### config.mk
export PLATFORM = sky130hd
export DESIGN_NAME = tall_digit_glyph_plotter_top
export DESIGN_NICKNAME = d
export VERILOG_FILES = /design/src/hdl/tdgp_pkg.sv /design/src/hdl/tdgp_ram.sv /design/src/hdl/tdgp_scan.sv /design/src/hdl/tall_digit_glyph_plotter_top.sv
export VERILOG_INCLUDE_DIRS = /design/src /design/src/hdl
export SDC_FILE = /design/constraint.sdc
export NUM_CORES = 1
export LEC_CHECK = 0
export BUFFER_PORTS_ARGS = -buffer_cell sky130_fd_sc_hd__buf_2
export CORE_MARGIN = 5
export CORE_UTILIZATION = 45
export CTS_CLUSTER_SIZE = 14
export DETAILED_ROUTE_END_ITERATION = 16
export PLACE_DENSITY = 0.69
export SYNTH_ARGS = -nofsm -noshare
export SYNTH_HDL_FRONTEND = slang
export SYNTH_SLANG_ARGS = --single-unit
### constraint.sdc
create_clock -name i_clk -period 9 [get_ports i_clk]
set_input_delay 1.8 -clock i_clk [delete_from_list [all_inputs] [get_ports i_clk]]
set_output_delay 1.8 -clock i_clk [all_outputs]
set_load 0.005 [all_outputs]
### src/hdl/tall_digit_glyph_plotter_top_assert.svh
// Assertion macros shared by the glyph plotter RTL.
`ifndef TALL_DIGIT_GLYPH_PLOTTER_TOP_ASSERT_SVH
`define TALL_DIGIT_GLYPH_PLOTTER_TOP_ASSERT_SVH

`ifndef SYNTHESIS
// Same-cycle implication, checked on every rising edge out of reset
`define TDGP_ASSERT_NOW(label, ante, cons) \
    label: assert property (@(posedge i_clk) disable iff (!i_rst_n) (ante) |-> (cons)) \
        else $error("glyph plotter check failed");
// Next-cycle implication
`define TDGP_ASSERT_NEXT(label, ante, cons) \
    label: assert property (@(posedge i_clk) disable iff (!i_rst_n) (ante) |=> (cons)) \
        else $error("glyph plotter check failed");
`else
`define TDGP_ASSERT_NOW(label, ante, cons)
`define TDGP_ASSERT_NEXT(label, ante, cons)
`endif

`endif

### src/hdl/tdgp_pkg.sv
// Shared constants, types and the digit font table of the glyph plotter.
package tdgp_pkg;

    // Field widths
    localparam int CHAR_W  = 8;
    localparam int COORD_W = 12;
    localparam int WIDTH_W = 11;
    localparam int ROW_W   = 4;
    localparam int COL_W   = 3;
    localparam int DIGIT_W = 4;

    // Default glyph scan size
    localparam int GLYPH_ROWS_DEF = 10;
    localparam int GLYPH_COLS_DEF = 5;

    // Font storage: ten digits, ten stored rows each
    localparam int ROM_DIGITS = 10;
    localparam int ROM_ROWS   = 10;

    // Character codes
    localparam logic [CHAR_W-1:0] CH_ZERO  = 8'h30;
    localparam logic [CHAR_W-1:0] CH_NINE  = 8'h39;
    localparam logic [CHAR_W-1:0] CH_COLON = 8'h3a;

    // Pen advances and colon dot offsets above the baseline
    localparam logic [COORD_W-1:0] ADV_DIGIT  = 12'd6;
    localparam logic [COORD_W-1:0] ADV_COLON  = 12'd3;
    localparam logic [COORD_W-1:0] DOT_HI_OFF = 12'd8;
    localparam logic [COORD_W-1:0] DOT_LO_OFF = 12'd3;

    // Result kinds
    localparam logic KIND_PIXEL  = 1'b0;
    localparam logic KIND_MARKER = 1'b1;

    // Text state memory: one entry holding pen position and text start
    localparam int STATE_DEPTH = 1;
    localparam int STATE_W     = 2 * COORD_W;

    typedef logic [7:0] t_glyph_row;

    // Scanner control from the sequencer
    typedef struct packed {
        logic               start;
        logic               step;
        logic [DIGIT_W-1:0] digit;
    } t_scan_ctl;

    // Scanner status back to the sequencer
    typedef struct packed {
        logic             busy;
        logic             hit;
        logic             last;
        logic [ROW_W-1:0] row;
        logic [COL_W-1:0] col;
    } t_scan_sts;

    localparam t_glyph_row GLYPH_ROM [ROM_DIGITS][ROM_ROWS] = '{
        '{8'h0e, 8'h11, 8'h11, 8'h11, 8'h11, 8'h11, 8'h11, 8'h11, 8'h11, 8'h0e},
        '{8'h04, 8'h0c, 8'h14, 8'h04, 8'h04, 8'h04, 8'h04, 8'h04, 8'h04, 8'h0e},
        '{8'h0e, 8'h11, 8'h01, 8'h01, 8'h02, 8'h04, 8'h08, 8'h10, 8'h10, 8'h1f},
        '{8'h1e, 8'h01, 8'h01, 8'h01, 8'h0e, 8'h01, 8'h01, 8'h01, 8'h01, 8'h1e},
        '{8'h02, 8'h06, 8'h0a, 8'h0a, 8'h12, 8'h12, 8'h1f, 8'h02, 8'h02, 8'h02},
        '{8'h1f, 8'h10, 8'h10, 8'h10, 8'h1e, 8'h01, 8'h01, 8'h01, 8'h01, 8'h1e},
        '{8'h0e, 8'h10, 8'h10, 8'h10, 8'h1e, 8'h11, 8'h11, 8'h11, 8'h11, 8'h0e},
        '{8'h1f, 8'h01, 8'h01, 8'h02, 8'h02, 8'h04, 8'h04, 8'h08, 8'h08, 8'h08},
        '{8'h0e, 8'h11, 8'h11, 8'h11, 8'h0e, 8'h11, 8'h11, 8'h11, 8'h11, 8'h0e},
        '{8'h0e, 8'h11, 8'h11, 8'h11, 8'h11, 8'h0f, 8'h01, 8'h01, 8'h01, 8'h0e}
    };

    // Look up one font row; rows past the stored ones are empty
    function automatic t_glyph_row glyph_row(input logic [DIGIT_W-1:0] digit,
                                             input logic [ROW_W-1:0] row);
        t_glyph_row bits;
        bits = '0;
        if ((int'(digit) < ROM_DIGITS) && (int'(row) < ROM_ROWS)) begin
            bits = GLYPH_ROM[digit][row];
        end
        return bits;
    endfunction

endpackage

### src/hdl/tdgp_ram.sv
// Generic single-port-write, registered-read RAM.
module tdgp_ram
    import tdgp_pkg::*;
#(
    parameter int WIDTH = STATE_W,
    parameter int DEPTH = STATE_DEPTH,
    localparam int AW = (DEPTH > 1) ? $clog2(DEPTH) : 1
) (
    input  logic             i_clk,
    input  logic             i_we,
    input  logic [AW-1:0]    i_waddr,
    input  logic [WIDTH-1:0] i_wdata,
    input  logic             i_re,
    input  logic [AW-1:0]    i_raddr,
    output logic [WIDTH-1:0] o_rdata
);

    logic [WIDTH-1:0] r_mem [DEPTH];
    logic [WIDTH-1:0] r_rdata;

    // Write port
    always_ff @(posedge i_clk) begin
        if (i_we) begin
            r_mem[i_waddr] <= i_wdata;
        end
    end

    // Registered read port
    always_ff @(posedge i_clk) begin
        if (i_re) begin
            r_rdata <= r_mem[i_raddr];
        end
    end

    assign o_rdata = r_rdata;

endmodule

### src/hdl/tdgp_scan.sv
// Glyph cell scanner: walks rows and columns of one digit, one cell per step.
module tdgp_scan
    import tdgp_pkg::*;
#(
    parameter int GLYPH_ROWS = GLYPH_ROWS_DEF,
    parameter int GLYPH_COLS = GLYPH_COLS_DEF
) (
    input  logic      i_clk,
    input  logic      i_rst_n,
    input  t_scan_ctl i_ctl,
    output t_scan_sts o_sts
);

    localparam logic [ROW_W-1:0] ROW_LAST = ROW_W'(GLYPH_ROWS - 1);
    localparam logic [COL_W-1:0] COL_LAST = COL_W'(GLYPH_COLS - 1);

    logic               r_busy;
    logic [ROW_W-1:0]   r_row;
    logic [COL_W-1:0]   r_col;
    logic [DIGIT_W-1:0] r_digit;

    t_glyph_row       row_bits;
    logic [COL_W-1:0] bit_idx;
    logic             at_last;

    // Current cell: leftmost column sits in the highest used bit
    assign row_bits = glyph_row(r_digit, r_row);
    assign bit_idx  = COL_LAST - r_col;
    assign at_last  = (r_row == ROW_LAST) && (r_col == COL_LAST);

    // Advance the scan position; return to the top-left cell when done
    always_ff @(posedge i_clk) begin
        if (!i_rst_n) begin
            r_busy <= 1'b0;
            r_row  <= '0;
            r_col  <= '0;
        end else if (i_ctl.start) begin
            r_busy <= 1'b1;
            r_row  <= '0;
            r_col  <= '0;
        end else if (i_ctl.step && r_busy) begin
            if (at_last) begin
                r_busy <= 1'b0;
                r_row  <= '0;
                r_col  <= '0;
            end else if (r_col == COL_LAST) begin
                r_col <= '0;
                r_row <= r_row + 1'b1;
            end else begin
                r_col <= r_col + 1'b1;
            end
        end
    end

    // Hold the digit for the whole scan
    always_ff @(posedge i_clk) begin
        if (i_ctl.start) begin
            r_digit <= i_ctl.digit;
        end
    end

    assign o_sts.busy = r_busy;
    assign o_sts.hit  = r_busy && row_bits[bit_idx];
    assign o_sts.last = at_last;
    assign o_sts.row  = r_row;
    assign o_sts.col  = r_col;

endmodule

### src/hdl/tall_digit_glyph_plotter_top.sv
// Top level of the tall digit glyph plotter: sequencer, text state memory, output register.
// Sequence: accept, state memory read in S_READ, then per character:
//   digit GLYPH_ROWS*GLYPH_COLS cells (one per cycle unless the output stalls, set bits give pixels) plus a marker,
//   colon two dots plus marker, other bytes the marker alone.
// Throughput: a new character is accepted only once the previous one has sent its marker;
//   paced by the one-cell-per-cycle glyph scan and by output stalls.
// Reset: synchronous, active low; clears the sequencer, scanner, output valid and the
//   text state valid bit, so pen position and text start read as zero until first written.
module tall_digit_glyph_plotter_top
    import tdgp_pkg::*;
#(
    parameter int GLYPH_ROWS = GLYPH_ROWS_DEF,
    parameter int GLYPH_COLS = GLYPH_COLS_DEF
) (
    input  logic        i_clk,
    input  logic        i_rst_n,
    // Input item stream
    input  logic        i_s_tvalid,
    output logic        o_s_tready,
    input  logic [31:0] i_s_tdata,   // char_code[7:0], pen_x[19:8], baseline[31:20]
    input  logic        i_s_tuser,   // first_of_text[0]
    // Result stream
    output logic        o_m_tvalid,
    input  logic        i_m_tready,
    output logic [39:0] o_m_tdata,   // px[11:0], py[23:12], text_width[34:24], zero[39:35]
    output logic        o_m_tuser,   // kind[0]
    output logic        o_m_tlast    // last_in_run
);

    typedef enum logic [5:0] {
        S_IDLE = 6'b000001,
        S_READ = 6'b000010,
        S_DOT1 = 6'b000100,
        S_DOT2 = 6'b001000,
        S_SCAN = 6'b010000,
        S_MARK = 6'b100000
    } t_state;

    t_state r_state, n_state;

    // Item registers
    logic [CHAR_W-1:0]  r_char;
    logic [COORD_W-1:0] r_pen_x;
    logic [COORD_W-1:0] r_base;
    logic               r_first;

    // Working text state
    logic [COORD_W-1:0] r_pen;
    logic [COORD_W-1:0] r_start;
    logic               r_state_vld;

    // Output register
    logic               r_out_valid;
    logic               r_out_kind;
    logic [COORD_W-1:0] r_out_px;
    logic [COORD_W-1:0] r_out_py;
    logic [WIDTH_W-1:0] r_out_width;
    logic               r_out_last;

    // Memory port signals
    logic               mem_re;
    logic               mem_we;
    logic [0:0]         mem_addr;
    logic [STATE_W-1:0] mem_wdata;
    logic [STATE_W-1:0] mem_rdata;

    t_scan_ctl scan_ctl;
    t_scan_sts scan_sts;

    logic               accept;
    logic               can_load;
    logic               is_digit;
    logic               is_colon;
    logic [COORD_W-1:0] rd_pen;
    logic [COORD_W-1:0] rd_start;
    logic [COORD_W-1:0] ld_pen;
    logic [COORD_W-1:0] ld_start;
    logic [COORD_W-1:0] n_pen;
    logic [COORD_W-1:0] diff;

    logic               load_out;
    logic               out_kind;
    logic [COORD_W-1:0] out_px;
    logic [COORD_W-1:0] out_py;
    logic [WIDTH_W-1:0] out_width;

    assign o_s_tready = (r_state == S_IDLE);
    assign accept     = i_s_tvalid && o_s_tready;
    assign can_load   = !r_out_valid || i_m_tready;

    // Decode the held character
    assign is_digit = (r_char >= CH_ZERO) && (r_char <= CH_NINE);
    assign is_colon = (r_char == CH_COLON);

    // Text state as read back; an unwritten entry reads as zero
    assign rd_pen   = r_state_vld ? mem_rdata[COORD_W-1:0] : '0;
    assign rd_start = r_state_vld ? mem_rdata[STATE_W-1:COORD_W] : '0;
    assign ld_pen   = r_first ? r_pen_x : rd_pen;
    assign ld_start = r_first ? r_pen_x : rd_start;

    // Pen after this character and width since text start
    assign n_pen = r_pen + (is_colon ? ADV_COLON : ADV_DIGIT);
    assign diff  = n_pen - r_start;

    // Text state memory
    assign mem_addr  = '0;
    assign mem_re    = accept;
    assign mem_wdata = {r_start, n_pen};

    tdgp_ram #(
        .WIDTH (STATE_W),
        .DEPTH (STATE_DEPTH)
    ) u_state_ram (
        .i_clk   (i_clk),
        .i_we    (mem_we),
        .i_waddr (mem_addr),
        .i_wdata (mem_wdata),
        .i_re    (mem_re),
        .i_raddr (mem_addr),
        .o_rdata (mem_rdata)
    );

    tdgp_scan #(
        .GLYPH_ROWS (GLYPH_ROWS),
        .GLYPH_COLS (GLYPH_COLS)
    ) u_scan (
        .i_clk   (i_clk),
        .i_rst_n (i_rst_n),
        .i_ctl   (scan_ctl),
        .o_sts   (scan_sts)
    );

    // Sequence one character: read state, emit pixels, emit marker, write back
    always_comb begin
        n_state        = r_state;
        scan_ctl       = '0;
        scan_ctl.digit = DIGIT_W'(r_char - CH_ZERO);
        mem_we         = 1'b0;
        load_out       = 1'b0;
        out_kind       = KIND_PIXEL;
        out_px         = r_pen;
        out_py         = r_base;
        out_width      = '0;
        case (r_state)
            S_IDLE: begin
                if (i_s_tvalid) begin
                    n_state = S_READ;
                end
            end
            S_READ: begin
                if (is_colon) begin
                    n_state = S_DOT1;
                end else if (is_digit) begin
                    n_state        = S_SCAN;
                    scan_ctl.start = 1'b1;
                end else begin
                    n_state = S_MARK;
                end
            end
            S_DOT1: begin
                out_py = r_base - DOT_HI_OFF;
                if (can_load) begin
                    load_out = 1'b1;
                    n_state  = S_DOT2;
                end
            end
            S_DOT2: begin
                out_py = r_base - DOT_LO_OFF;
                if (can_load) begin
                    load_out = 1'b1;
                    n_state  = S_MARK;
                end
            end
            S_SCAN: begin
                out_px = r_pen + COORD_W'(scan_sts.col);
                out_py = r_base - COORD_W'(GLYPH_ROWS) + COORD_W'(scan_sts.row);
                if (can_load) begin
                    scan_ctl.step = 1'b1;
                    load_out      = scan_sts.hit;
                    if (scan_sts.last) begin
                        n_state = S_MARK;
                    end
                end
            end
            S_MARK: begin
                out_kind  = KIND_MARKER;
                out_px    = '0;
                out_py    = '0;
                out_width = diff[WIDTH_W-1:0];
                if (can_load) begin
                    load_out = 1'b1;
                    mem_we   = 1'b1;
                    n_state  = S_IDLE;
                end
            end
            default: begin
                n_state = S_IDLE;
            end
        endcase
    end

    // Control registers
    always_ff @(posedge i_clk) begin
        if (!i_rst_n) begin
            r_state     <= S_IDLE;
            r_state_vld <= 1'b0;
            r_out_valid <= 1'b0;
        end else begin
            r_state <= n_state;
            if (mem_we) begin
                r_state_vld <= 1'b1;
            end
            if (load_out) begin
                r_out_valid <= 1'b1;
            end else if (i_m_tready) begin
                r_out_valid <= 1'b0;
            end
        end
    end

    // Capture the item on transfer
    always_ff @(posedge i_clk) begin
        if (accept) begin
            r_char  <= i_s_tdata[7:0];
            r_pen_x <= i_s_tdata[19:8];
            r_base  <= i_s_tdata[31:20];
            r_first <= i_s_tuser;
        end
    end

    // Load the working pen and text start once the state read returns
    always_ff @(posedge i_clk) begin
        if (r_state == S_READ) begin
            r_pen   <= ld_pen;
            r_start <= ld_start;
        end
    end

    // Output payload
    always_ff @(posedge i_clk) begin
        if (load_out) begin
            r_out_kind  <= out_kind;
            r_out_px    <= out_px;
            r_out_py    <= out_py;
            r_out_width <= out_width;
            r_out_last  <= (out_kind == KIND_MARKER);
        end
    end

    assign o_m_tvalid = r_out_valid;
    assign o_m_tdata  = {5'b0, r_out_width, r_out_py, r_out_px};
    assign o_m_tuser  = r_out_kind;
    assign o_m_tlast  = r_out_last;

`include "tall_digit_glyph_plotter_top_assert.svh"

    // Marker and end of run always travel together
    `TDGP_ASSERT_NOW(a_marker_last, o_m_tvalid, (o_m_tuser == o_m_tlast))
    // Pixel results carry no width
    `TDGP_ASSERT_NOW(a_pixel_no_width, o_m_tvalid && !o_m_tuser, (o_m_tdata[34:24] == '0))
    // State write-back and the next read never share a cycle
    `TDGP_ASSERT_NOW(a_no_rw_overlap, mem_we, !mem_re)
    // Scan counters are back at the top-left cell whenever the sequencer is idle
    `TDGP_ASSERT_NOW(a_scan_parked, r_state == S_IDLE,
                     !scan_sts.busy && (scan_sts.row == '0) && (scan_sts.col == '0))
    // A digit read starts the scanner
    `TDGP_ASSERT_NEXT(a_scan_starts, (r_state == S_READ) && is_digit, scan_sts.busy)

endmodule

==> out/metrics.yaml <==
status: "finished, final reports clean"
rsz0062_at_grt: "false"
synth_seq_cells: 158
antenna_found_initial: 0
fin_crit_sh_pct: 42.6
required_ns: 9.05
drt-pass1-iter-count: 6
cp_max_fo: 36
grt_max_degree: 57
clock_sinks: 158
fin_skew_ns: 0.00719
nets: 915
synth_edf_count: 142
vias: 6104
dieArea_um2: 21900
core-area_um2: 18700
syn_avg_cell_area_um2: 11.3
slew_viol_final: 0
cts_tree: "done"
fillCellCount: 1610
fmax_ghz: 0.261
fin_ws_ns: 5.17
dp_hpwl_um: 13200
insertion_delay_ns: 0.42
crit_type: "reg -> reg"
fin_area_um2: 9700
cts_setup_buffers: 0
dpl_cell_area_um2: 9110
post-route-util_pct: 51.9
die_h_um: 148
crit_chain: "inv_1 -> ha_1 -> nor2b_1 -> o21a_1 -> o311ai_0 -> nand4b_1 -> a221o_1 -> a21oi_1 -> a21o_2"
async_reset_ff_share_pct: 0
postRouteAntennaNets: 0
total_power_mw: 1.80
cp_top_family: "compound AO/OA/AOI/OAI gates"
grt_pass1_wl_um: 30900
hp-class: "reg -> reg"
slowest_stage: "a21o_2"
tightest_slew_ns: 1.05
seq_area_frac_synth_pct: 53.5
synth_area_leaders: "edfxtp_1 50%, ha_1 7.9%, dfxtp_1 3.7%"
ctsHoldBuffers: 0
cts.path.max_buffers: 2
crit_path_start: "u_scan.r_digit[0]"
p_per_area_nw_per_um2: 186
yosys.area.top_type_share_pct: 49.8
syn_area_um2: 8560
hold_start: "u_state_ram.r_mem[0][11]"
worst-path-buf-inv: 1
routed_via_density: 5.72
start_util_pct: 45.8
yosys_warnings: 0
arrival_ns: 3.88
leakagePower_nw: 3.68
ioPinCount: 81
ys_dominant_reg_cell: "edfxtp_1"
first_global_vias: 5860
synth_cells: 759
numCtsBuffers: 17
cp-start-kind: "flop"
slew_headroom_pct: 29.9
path_clk_slew_ns: 0.07
yosysTopAreaCell: "edfxtp_1"
hold_viol: 0
synth_cell_type_count: 72
gp_congestion: 0.923
ir_worst_vdd_mv: 0.150
drt-wirelength-per-cell_um: 18.1
drc: 0
antenna_cells: 0
setup_tns_ns: 0
drive_gt1_share_pct: 15.6
drv_cap: 0
die_width_um: 148
htreeDepth: 4
grt_overflow_total: 0
drt_iter0_markers: 600
finalSetupViolCount: 0
root_buffer: "clkbuf_16"
min_period_ns: 3.83
synthToLayoutAreaGrowth_pct: 13.3
port_buffers: 75
cp_slowest_stage_delay_ns: 0.76
post_cts_resized: 0
post-place-ws_ns: 5.19
drt_wl_total_um: 19400
grt_usage_pct: 17.9
r2r-start: "u_scan.r_digit[0]"
crit_path_end_kind: "flop"
core.rowCount: 50
-- metrics by stage --
| stage | cells | hold WS, ns |
|---|---|---|
| 6_report | 1068 | 0.424 |
| 3_3_place_gp | 1036 | 0.401 |
| 5_1_grt | 1068 | 0.427 |
| 4_1_cts | 1068 | 0.423 |
| 2_1_floorplan | 763 | 0.400 |
| 3_5_place_dp | 1036 | 0.407 |
-- power breakdown --
group / internal (mW) / switching, mW
logic: 0.0772 / 0.113
registers: 0.854 / 0.0270
clock network: 0.419 / 0.312
total: 1.35 / 0.451
-- layout by cell type (no fill, tap or decap), types with 13 or more instances in the layout --
| master | n |
|---|---|
| a21oi_1 | 38 |
| a22o_1 | 25 |
| buf_2 | 75 |
| clkbuf_16 | 17 |
| dfxtp_1 | 16 |
| edfxtp_1 | 142 |
| ha_1 | 54 |
| inv_1 | 51 |
| nand2_1 | 37 |
| nand3_1 | 20 |
| nor2_1 | 50 |
| nor2b_1 | 13 |
| nor3_1 | 16 |
| o21ai_0 | 57 |
| xnor2_1 | 22 |
-- state kept, by name (all words and copies together) (netlist names), 3 cells and up --
signal               cells
u_state_ram.o_rdata     23
u_state_ram.r_mem       23
r_base                  12
r_out_px                12
r_out_py                12
r_pen                   12
r_pen_x                 12
r_out_width             11
r_start                 11
r_char                   8
r_state                  6
u_scan.r_digit           4
u_scan.r_row             4
u_scan.r_col             3
-- kinds of logic (layout without fill, tap and decap cells) --
kind of cell	after synthesis	in the layout	synth area share (%)
buffers and inverters	92	163	4.41
adders and majority gates	57	57	8.59
and+or+nand+nor	208	208	13.1
other	1	5	0.0438
DFF	158	158	53.5
AOI/OAI and AO/OA	201	201	15.8
xor gates and xnor gates	30	30	3.07
muxes	12	12	1.46
-- synthesized netlist by cell type (8+ instances only) --
master	number
nand2b_1	11
edfxtp_1	142
nand2_1	37
nor3b_1	8
ha_1	54
nor2_1	51
and2_1	8
nand4_1	8
nor2b_1	13
mux2i_1	8
a21o_1	9
xnor2_1	22
clkbuf_1	24
nand3_1	20
a21oi_1	38
buf_2	8
dfxtp_1	16
o21ai_0	57
a22o_1	25
xor2_1	8
a211oi_1	9
o21a_1	8
nor3_1	16
inv_1	51
-- cell type report --
type	count	area [um2]	area share, %
Sequential cell	158	4580	47.2
Multi-Input combinational cell	513	3620	37.4
Clock buffer	17	425	4.38
Timing Repair Buffer	80	413	4.25
Tap cell	234	293	3.02
Inverter	51	191	1.97
Clock inverter	15	173	1.78
-- final timing paths --
kind,endpoint,slack [ns],depth (start not counted)
setup / recovery,r_out_width[4],5.17,9
hold / removal,u_state_ram.o_rdata[11],0.42,0
setup reg to reg,r_out_width[4],5.17,9
hold reg to reg,u_state_ram.o_rdata[11],0.42,0
-- per-layer routing --
metal / track usage, % / share of wire, % / vias to the layer above
li1: - / - / 2967
met1: 25.3 / 47 / 2898
met2: 27.5 / 45 / 214
met3: 3.74 / 6.1 / 25
met4: 6.10 / 1.4 / 0
met5: 0 / 0 / -
(Power assumes the default switching activity.)
